[config.mk]
export PLATFORM = sky130hd
export DESIGN_NAME = mrlr_readers
export DESIGN_NICKNAME = d
export VERILOG_FILES = /design/src/rtl/mrlr_pkg.sv /design/src/rtl/mrlr_readers.sv
export SDC_FILE = /design/constraint.sdc
export NUM_CORES = 1
export LEC_CHECK = 0
export ABC_AREA = 1
export BUFFER_PORTS_ARGS = -buffer_cell sky130_fd_sc_hd__buf_2
export CAP_MARGIN = 25
export CORE_UTILIZATION = 45
export DETAILED_ROUTE_END_ITERATION = 8
export GPL_TIMING_DRIVEN = 1
export HOLD_SLACK_MARGIN = 0.03
export PLACE_DENSITY_LB_ADDON = 0.12
export SETUP_SLACK_MARGIN = 0.2
export SLEW_MARGIN = 25
export SYNTH_ARGS = -nofsm -noshare
export SYNTH_HDL_FRONTEND = slang
export SYNTH_SLANG_ARGS = --single-unit
[constraint.sdc]
create_clock -name clk -period 3.6 [get_ports clk]
set_input_delay 0.72 -clock clk [delete_from_list [all_inputs] [get_ports clk]]
set_output_delay 0.72 -clock clk [all_outputs]
set_load 0.005 [all_outputs]
[src/rtl/mrlr_pkg.sv]
// Package for the multi-reader lossy ring: field widths, operation codes,
// parameter defaults and the request/response beat types. No dependencies.
package mrlr_pkg;

	localparam int ID_W   = 2;
	localparam int SIZE_W = 21;
	localparam int TS_W   = 64;
	localparam int KIND_W = 8;
	localparam int SLOT_W = 6;
	localparam int DROP_W = 4;

	localparam logic [1:0] MODE_WRITE  = 2'd0;
	localparam logic [1:0] MODE_READ   = 2'd1;
	localparam logic [1:0] MODE_ATTACH = 2'd2;
	localparam logic [1:0] MODE_DETACH = 2'd3;

	localparam int DEF_RING_DEPTH   = 64;
	localparam int DEF_READER_COUNT = 4;
	localparam int DEF_MAX_PAYLOAD  = 2097151;

	typedef struct packed {
		logic [1:0]             mode;
		logic [ID_W-1:0]        reader_id;
		logic [SIZE_W-1:0]      pkt_size;
		logic signed [TS_W-1:0] pkt_pts;
		logic signed [TS_W-1:0] pkt_dts;
		logic [KIND_W-1:0]      pkt_kind;
	} req_t;

	typedef struct packed {
		logic                   read_valid;
		logic [SLOT_W-1:0]      slot_index;
		logic [SIZE_W-1:0]      out_size;
		logic signed [TS_W-1:0] out_pts;
		logic signed [TS_W-1:0] out_dts;
		logic [KIND_W-1:0]      out_kind;
		logic [DROP_W-1:0]      dropped_mask;
	} rsp_t;

	typedef struct packed {
		logic [SIZE_W-1:0]      size;
		logic signed [TS_W-1:0] pts;
		logic signed [TS_W-1:0] dts;
		logic [KIND_W-1:0]      kind;
	} desc_t;

	typedef struct packed {
		logic              read_hit;
		logic [DROP_W-1:0] drop_mask;
	} rdr_status_t;

endpackage

[src/rtl/mrlr_readers.sv]
// Write pointer, per-reader positions and active flags of the ring.
// Depends on mrlr_pkg; produces the slot addresses and read/drop status per beat.
module mrlr_readers #(
	parameter int RING_DEPTH   = mrlr_pkg::DEF_RING_DEPTH,
	parameter int READER_COUNT = mrlr_pkg::DEF_READER_COUNT,
	localparam int PTR_W       = $clog2(RING_DEPTH)
) (
	input  logic                      clk,
	input  logic                      arst_n,
	input  logic                      accept,
	input  logic [1:0]                mode,
	input  logic [mrlr_pkg::ID_W-1:0] reader_id,
	output logic [PTR_W-1:0]          wr_ptr,
	output logic [PTR_W-1:0]          rd_ptr,
	output mrlr_pkg::rdr_status_t     status
);

	localparam logic [PTR_W-1:0] LAST_SLOT = PTR_W'(RING_DEPTH - 1);

	function automatic logic [PTR_W-1:0] next_ptr(input logic [PTR_W-1:0] p);
		return (p == LAST_SLOT) ? '0 : p + 1'b1;
	endfunction

	logic [PTR_W-1:0]        wr_ptr_q;
	logic [PTR_W-1:0]        wr_after;
	logic [PTR_W-1:0]        pos_q [READER_COUNT];
	logic [READER_COUNT-1:0] active_q;
	logic [READER_COUNT-1:0] sel;
	logic [READER_COUNT-1:0] drop;
	logic [PTR_W-1:0]        rd_pos;
	logic                    rd_act;
	logic                    is_write;
	logic                    is_read;
	logic                    hit;

	assign is_write = (mode == mrlr_pkg::MODE_WRITE);
	assign is_read  = (mode == mrlr_pkg::MODE_READ);
	assign wr_after = next_ptr(wr_ptr_q);

	always_comb begin
		rd_pos = '0;
		for (int i = 0; i < READER_COUNT; i++) begin
			rd_pos = rd_pos | (sel[i] ? pos_q[i] : '0);
		end
	end

	assign rd_act = |(sel & active_q);
	assign hit    = is_read && rd_act && (rd_pos != wr_ptr_q);

	always_ff @(posedge clk or negedge arst_n) begin
		if (!arst_n) begin
			wr_ptr_q <= '0;
		end else if (accept && is_write) begin
			wr_ptr_q <= wr_after;
		end
	end

	for (genvar i = 0; i < READER_COUNT; i++) begin : g_reader
		assign sel[i]  = (32'(reader_id) == i);
		assign drop[i] = is_write && active_q[i] && (pos_q[i] == wr_after);

		always_ff @(posedge clk or negedge arst_n) begin
			if (!arst_n) begin
				pos_q[i]    <= '0;
				active_q[i] <= 1'b0;
			end else if (accept) begin
				unique case (mode)
					mrlr_pkg::MODE_WRITE: begin
						if (drop[i]) pos_q[i] <= next_ptr(wr_after);
					end
					mrlr_pkg::MODE_READ: begin
						if (sel[i] && hit) pos_q[i] <= next_ptr(pos_q[i]);
					end
					mrlr_pkg::MODE_ATTACH: begin
						if (sel[i]) begin
							active_q[i] <= 1'b1;
							pos_q[i]    <= wr_ptr_q;
						end
					end
					mrlr_pkg::MODE_DETACH: begin
						if (sel[i]) active_q[i] <= 1'b0;
					end
					default: ;
				endcase
			end
		end
	end

	for (genvar j = 0; j < mrlr_pkg::DROP_W; j++) begin : g_drop
		if (j < READER_COUNT) begin : g_live
			assign status.drop_mask[j] = drop[j];
		end else begin : g_none
			assign status.drop_mask[j] = 1'b0;
		end
	end

	assign status.read_hit = hit;
	assign wr_ptr          = wr_ptr_q;
	assign rd_ptr          = rd_pos;

endmodule

==> results.tsv, run 1 <==
stage	metric	value	unit
outcome	status	finished, final reports clean	
drt	drt_wl_total	11340	um
clock_tree	ctsResizeCount	0	
setup_path	critPathSlowestCell	ha_1	
worst_hold_path	hp-class	input pin to asynchronous set/reset pin	
clock_tree	path_clk_slew	0.08	ns
die	dieArea	0.008000	mm2
sta	skew	0.008644	ns
synth	synth_area_leader_cell	dfrtp_1	
synth	synth-seq-cells	34	
synth	synth.area.top_cells	dfrtp_1 25%, nand2_1 23%, nand3_1 9.5%	
drt	drtPass1Iterations	5	
global_route	grt_pass1_wl	17990	um
die	coreArea	0.007331	mm2
sta	fin_crit	3.039	ns
setup_path	worst-r2r-setup-slack	1.03	ns
drt	wl_per_cell	17.03	um
sta	min_period_over_period	0.8443	
job	maxCapViolCount	0	
layout	diodes	0	
clock_tree	cts_hold_buf	0	
synth	synth_enable_flop_cells	0	
sta	worst_slew_pin_slew	0.9218	ns
setup_path	crit_chain	ha_1 -> or2_2 -> nand4_1 -> o21bai_1 -> nor2_1 -> nand3_2 -> inv_1 -> buf_2	
synth	ys_seq_area_frac	0.2473	
layout	stdcell_area	0.003722	mm2
layout	layout-drive-gt1-share	0.1393	
setup_path	arrival	2.32	ns
clock_tree	clock-sinks	34	
synth	synth_top_area_frac	0.2473	
clock_tree	insertion_delay	0.29	ns
sta	tns	0	ns
global_route	grt_pass1_vias	3324	
drt	vias	3673	
die	die_x	89.44	um
sta	slew_violations	0	
clock_tree	clock_path_buffers	2	
synth	synthFlopType	dfrtp_1	
synth	syn_area	0.003441	mm2
setup_path	path_class	register to output pin	
global_route	grt_start_max_net_pins	35	
global_route	track_usage	0.3078	
setup_path	crit_buf_inv	2	
sta	slew_headroom	0.3790	
synth	synth_warnings	0	
layout	syn_to_final_growth	8.182	%
die	die_h	89.44	um
global_route	antenna_found_initial	1	
die	start_util	0.4694	
clock_tree	htreeDepth	2	
setup_path	cpLargestDelayFamily	adder cells	
placement	gp_congestion	0.9139	
power_and_ir_drop	ir_drop	0.2357	mV
clock_tree	postCtsSetupBuffers	0	
global_route	gr-total-overflow	0	
clock_tree	cts_tree	yes	
die	io_pins	24	
placement	place_hpwl	8431	um
synth	syn_area_per_cell	6.302	um2
drt	drc	0	
placement	io_buffer_count	23	
setup_path	start_kind	register	
setup_path	worst-path-max-fanout	12	
synth	synth-async-reset-ratio	1.000	
layout	fin_util	0.5078	
clock_tree	cts_buffers	5	
clock_tree	cts_root_buffer	clkbuf_8	
setup_path	slowest_delay	0.67	ns
synth	synthTopCellsByCount	212 x nand2_1, 65 x nand3_1, 54 x inv_1	
setup_path	cp-end-kind	output pin	
synth	ys_types	32	
drt	drt_iter0_markers	431	
synth	syn-num-nets	563	
drt	drtAntennaViolNets	0	
power_and_ir_drop	cellPowerDensity	637.5	mW/mm2
placement	post_dp_cell_area	0.003616	mm2
power_and_ir_drop	total_leakage_power	2.072	nW
synth	syn_inst	546	
sta	setup_violations	0	
setup_path	crit_required	2.88	ns
layout	finalNetCount	583	
drt	vias_per_cell	5.515	
synth	yosysMostFrequentCell	nand2_1	
die	placementRows	31	
sta	hold_viol	0	
sta	fmax	329.0	MHz
sta	grt_setup_unrepaired	false	
==> layout by cell type (no fill, tap or decap) <==
master,count
nand2_1,212
nand3_1,65
inv_1,54
o21ai_0,34
dfrtp_1,34
nor2_1,32
buf_2,23
xor2_1,11
a21oi_1,10
ha_1,10
nand2_2,9
nand2_4,9
nand3_2,9
xnor2_1,7
a31oi_1,6
nor2_2,5
clkbuf_8,5
inv_2,4
a21oi_4,4
buf_4,4
nand4_1,3
or2_2,3
o311ai_0,3
nor3b_1,2
clkbuf_1,2
nor2_8,1
nand3_4,1
nand3b_1,1
a41oi_2,1
o21bai_1,1
nor3_1,1
bufinv_16,1
==> where the power goes <==
group / internal, mW / leakage (nW) / switching [mW]
sequential: 0.509 / 0.441 / 0.286
clock: 0.207 / 0.0524 / 0.152
combinational: 0.437 / 1.58 / 0.782
total: 1.15 / 2.07 / 1.22
==> path summary, 6_finish.rpt <==
path,from,endpoint,cells past startpoint
worst min register to register,pos_q[10],pos_q[10],2
worst max-delay path,wr_ptr[1],status[0],8
min in group clk,pos_q[10],pos_q[10],2
worst max register to register,wr_ptr[1],pos_q[16],10
max in group asynchronous,arst_n,active_q[1],1
worst min-delay path,arst_n,wr_ptr[2],1
==> layer usage <==
metal  share of wire  GRT usage
met5          0.0017          0
met2            0.44     0.4809
met4           0.039     0.1270
met1            0.45     0.4146
met3           0.071    0.06094
==> cell families (layout without fill, tap and decap cells) <==
group	after synthesis	after routing	share of synthesized area
buffers and inverters	72	93	0.09054
AND/OR/NAND/NOR	353	353	0.4716
XOR/XNOR	18	18	0.04582
AO/OA/AOI/OAI	59	59	0.1084
flip-flops	34	34	0.2473
adder cells (fa/ha/maj)	10	10	0.03636
==> layout make-up <==
class | count | area, um2
Clock inverter | 1 | 30.03
Clock buffer | 7 | 76.32
Timing Repair Buffer | 27 | 145.1
Fill cell | 740 | 3608
Tap cell | 99 | 123.9
Multi-Input combinational cell | 440 | 2278
Inverter | 58 | 217.7
Sequential cell | 34 | 850.8
==> through the flow <==
stage	total power, mW	worst slack (ns)	hold slack, ns	std cells
5_1_grt	2.564	0.4223	0.5713	666
3_3_place_gp	1.970	0.7461	0.5396	658
2_1_floorplan	1.594	1.119	0.4244	546
4_1_cts	2.345	0.5944	0.5469	666
3_5_place_dp	1.985	0.7147	0.5581	658
6_report	2.373	0.5607	0.4844	666
==> flip-flops by register name (all words and copies together) (netlist names) <==
register and cells:
active_q 4, wr_ptr 6, pos_q 24
No activity file was read; power rests on OpenSTA's default activity.
==> run 2, diff against run 1 <==
- clock period: 3.6 -> 3.1 ns (I/O delays scaled with it)
==> run 2 against run 1 <==
Non-clock buffer count increased by 3. Count of clock-buffer cells in the layout decreased by 1. Largest power group unchanged. Die area unchanged. Register-to-register slack got worse by 0.19 ns. Wire length decreased by 3.5%. Total power increased by 13%. Core utilization increased by 0.32 points. Sequential power increased by 13%. Largest cell class unchanged. Worst hold slack got worse by 0.093 ns.
==> results.tsv, run 2 (synthesis gave the netlist of run 1 again) <==
stage	metric	value	unit	change
outcome	status	finished, final reports clean		unchanged
clock_tree	cts_root_buffer	clkbuf_8		unchanged
power_and_ir_drop	swShare	0.5172		was 0.5137
sta	min_period_over_period	0.8792		
die	coreArea	0.007331	mm2	unchanged
layout	diodes	0		unchanged
die	io_pins	24		unchanged
setup_path	path_class	register to output pin		unchanged
setup_path	arrival	2.11	ns	was 2.32 ns
power_and_ir_drop	total_leakage_power	2.075	nW	was 2.072 nW
layout	largest_register_ffs	24		unchanged
sta	grt_setup_unrepaired	false		unchanged
clock_tree	cts_buffers	5		unchanged
layout	layout-drive-gt1-share	0.1496		was 0.1393
drt	drtPass1Iterations	5		unchanged
setup_path	r2r-start	wr_ptr[0]		was wr_ptr[1]
setup_path	crit_required	2.48	ns	was 2.88 ns
sta	tns	0	ns	unchanged
clock_tree	cts_tree	yes		unchanged
drt	drt_wl_total	10950	um	was 11340 um
placement	io_buffer_count	23		unchanged
power_and_ir_drop	cellPowerDensity	715.8	mW/mm2	was 637.5 mW/mm2
placement	gp_congestion	0.9220		was 0.9139
drt	drtAntennaViolNets	0		unchanged
clock_tree	clock_path_buffers	2		unchanged
setup_path	start_kind	register		unchanged
layout	syn_to_final_growth	8.873	%	was 8.182%
power_and_ir_drop	power.switching	1.387	mW	was 1.219 mW
clock_tree	htreeDepth	2		unchanged
job	maxCapViolCount	0		unchanged
drt	vias_per_cell	5.460		was 5.515
global_route	grt_start_max_net_pins	35		unchanged
sta	slew_violations	0		unchanged
layout	layout_commonest_cell	nand2_1		unchanged
layout	finalNetCount	586		was 583
die	die_x	89.44	um	unchanged
worst_hold_path	hp-class	input pin to asynchronous set/reset pin		unchanged
sta	fin_crit	2.726	ns	
sta	skew	0.009466	ns	was 0.008644 ns
setup_path	worst-r2r-setup-slack	0.84	ns	was 1.03 ns
power_and_ir_drop	clkPwrFrac	0.127		was 0.151
setup_path	timing.rr.end	pos_q[13]		was pos_q[16]
clock_tree	insertion_delay	0.29	ns	about the same
layout	fin_util	0.5110		was 0.5078
layout	fillCellCount	764		was 740
clock_tree	path_clk_slew	0.08	ns	about the same
clock_tree	cts_hold_buf	0		unchanged
power_and_ir_drop	power_frac_comb	0.537		was 0.514
setup_path	reg2regPathDepth	10		unchanged
global_route	gr-total-overflow	0		unchanged
power_and_ir_drop	intPower	1.295	mW	was 1.154 mW
clock_tree	ctsResizeCount	0		unchanged
sta	setup_violations	0		unchanged
global_route	grt_pass1_vias	3384		was 3324
drt	drt_iter0_markers	301		was 431
global_route	antenna_found_initial	0		was 1
layout	final_cell_mix	212 x nand2_1, 65 x nand3_1, 54 x inv_1		unchanged
placement	place_hpwl	8192	um	was 8431 um
sta	hold_viol	0		unchanged
sta	slew_headroom	0.4566		was 0.3790
drt	drc	0		unchanged
sta	worst_slew_pin_slew	0.8065	ns	was 0.9218 ns
clock_tree	postCtsSetupBuffers	0		unchanged
global_route	track_usage	0.3008		was 0.3078
die	dieArea	0.008000	mm2	unchanged
power_and_ir_drop	ir_drop	0.2982	mV	was 0.2357 mV
power_and_ir_drop	power_frac_seq	0.336		was 0.335
setup_path	cp-end-kind	output pin		unchanged
layout	largest_register	pos_q		unchanged
die	die_h	89.44	um	unchanged
sta	fmax	366.9	MHz	
die	start_util	0.4694		unchanged
drt	wl_per_cell	16.41	um	was 17.03 um
global_route	grt_pass1_wl	17550	um	was 17990 um
setup_path	worst-path-max-fanout	12		unchanged
drt	vias	3642		was 3673
clock_tree	clock-sinks	34		unchanged
die	placementRows	31		unchanged
[run 2: metrics by stage]
stage	setup slack [ns]	hold slack [ns]	cells	power (mW)	instance area, um2
2_1_floorplan	0.8051	0.3244	546	1.852	3441
3_3_place_gp	0.3354	0.5399	661	2.285	3638
3_5_place_dp	0.2929	0.5461	661	2.296	3638
4_1_cts	0.2696	0.4251	667	2.650	3721
5_1_grt	0.2222	0.4786	667	2.931	3746
6_report	0.3744	0.3912	667	2.682	3746
[run 2: routing by layer]
| metal | part of all wire | GRT usage |
|---|---|---|
| met1 | 0.44 | 0.3962 |
| met2 | 0.44 | 0.4726 |
| met3 | 0.074 | 0.05633 |
| met4 | 0.041 | 0.1472 |
| met5 | 0 | 0 |
[run 2: layout make-up]
class	instances	area [um2]	area share
sequential	34	852.1	0.2275
tap	99	123.9	0.03307
clock buffer	6	82.58	0.02204
inverter	58	217.7	0.05812
timing repair buffer	30	176.4	0.04709
multi-input combinational	440	2293	0.6122
[run 2: critical path, cell delays in order, from the launching register on]
cell and delay (ns):
dfrtp_1 0.39, inv_1 0.19, ha_2 0.40, or2_2 0.33, nand4_1 0.07, o21bai_1 0.11, nor2_1 0.06, nand3_2 0.09
inv_1 0.05, buf_2 0.12
[run 2: worst max path at each step]
stage / startpoint / to / slack, ns
finish: wr_ptr[0] / status[0] / 0.37
global route: wr_ptr[0] / status[0] / 0.22
global placement: reader_id[1] / status[4] / 0.34
detailed placement: reader_id[1] / status[4] / 0.29
CTS: wr_ptr[1] / status[0] / 0.27
floorplan: wr_ptr[0] / status[3] / 0.81
[run 2: power groups by stage]
stage                     sequential, mW  combinational, mW  clock (mW)
after global routing               0.928               1.63       0.368
after CTS                          0.892               1.41       0.353
after global placement             0.901               1.38           0
after floorplan                    0.779               1.07           0
after detailed placement           0.900               1.40           0
final                              0.902               1.44       0.339
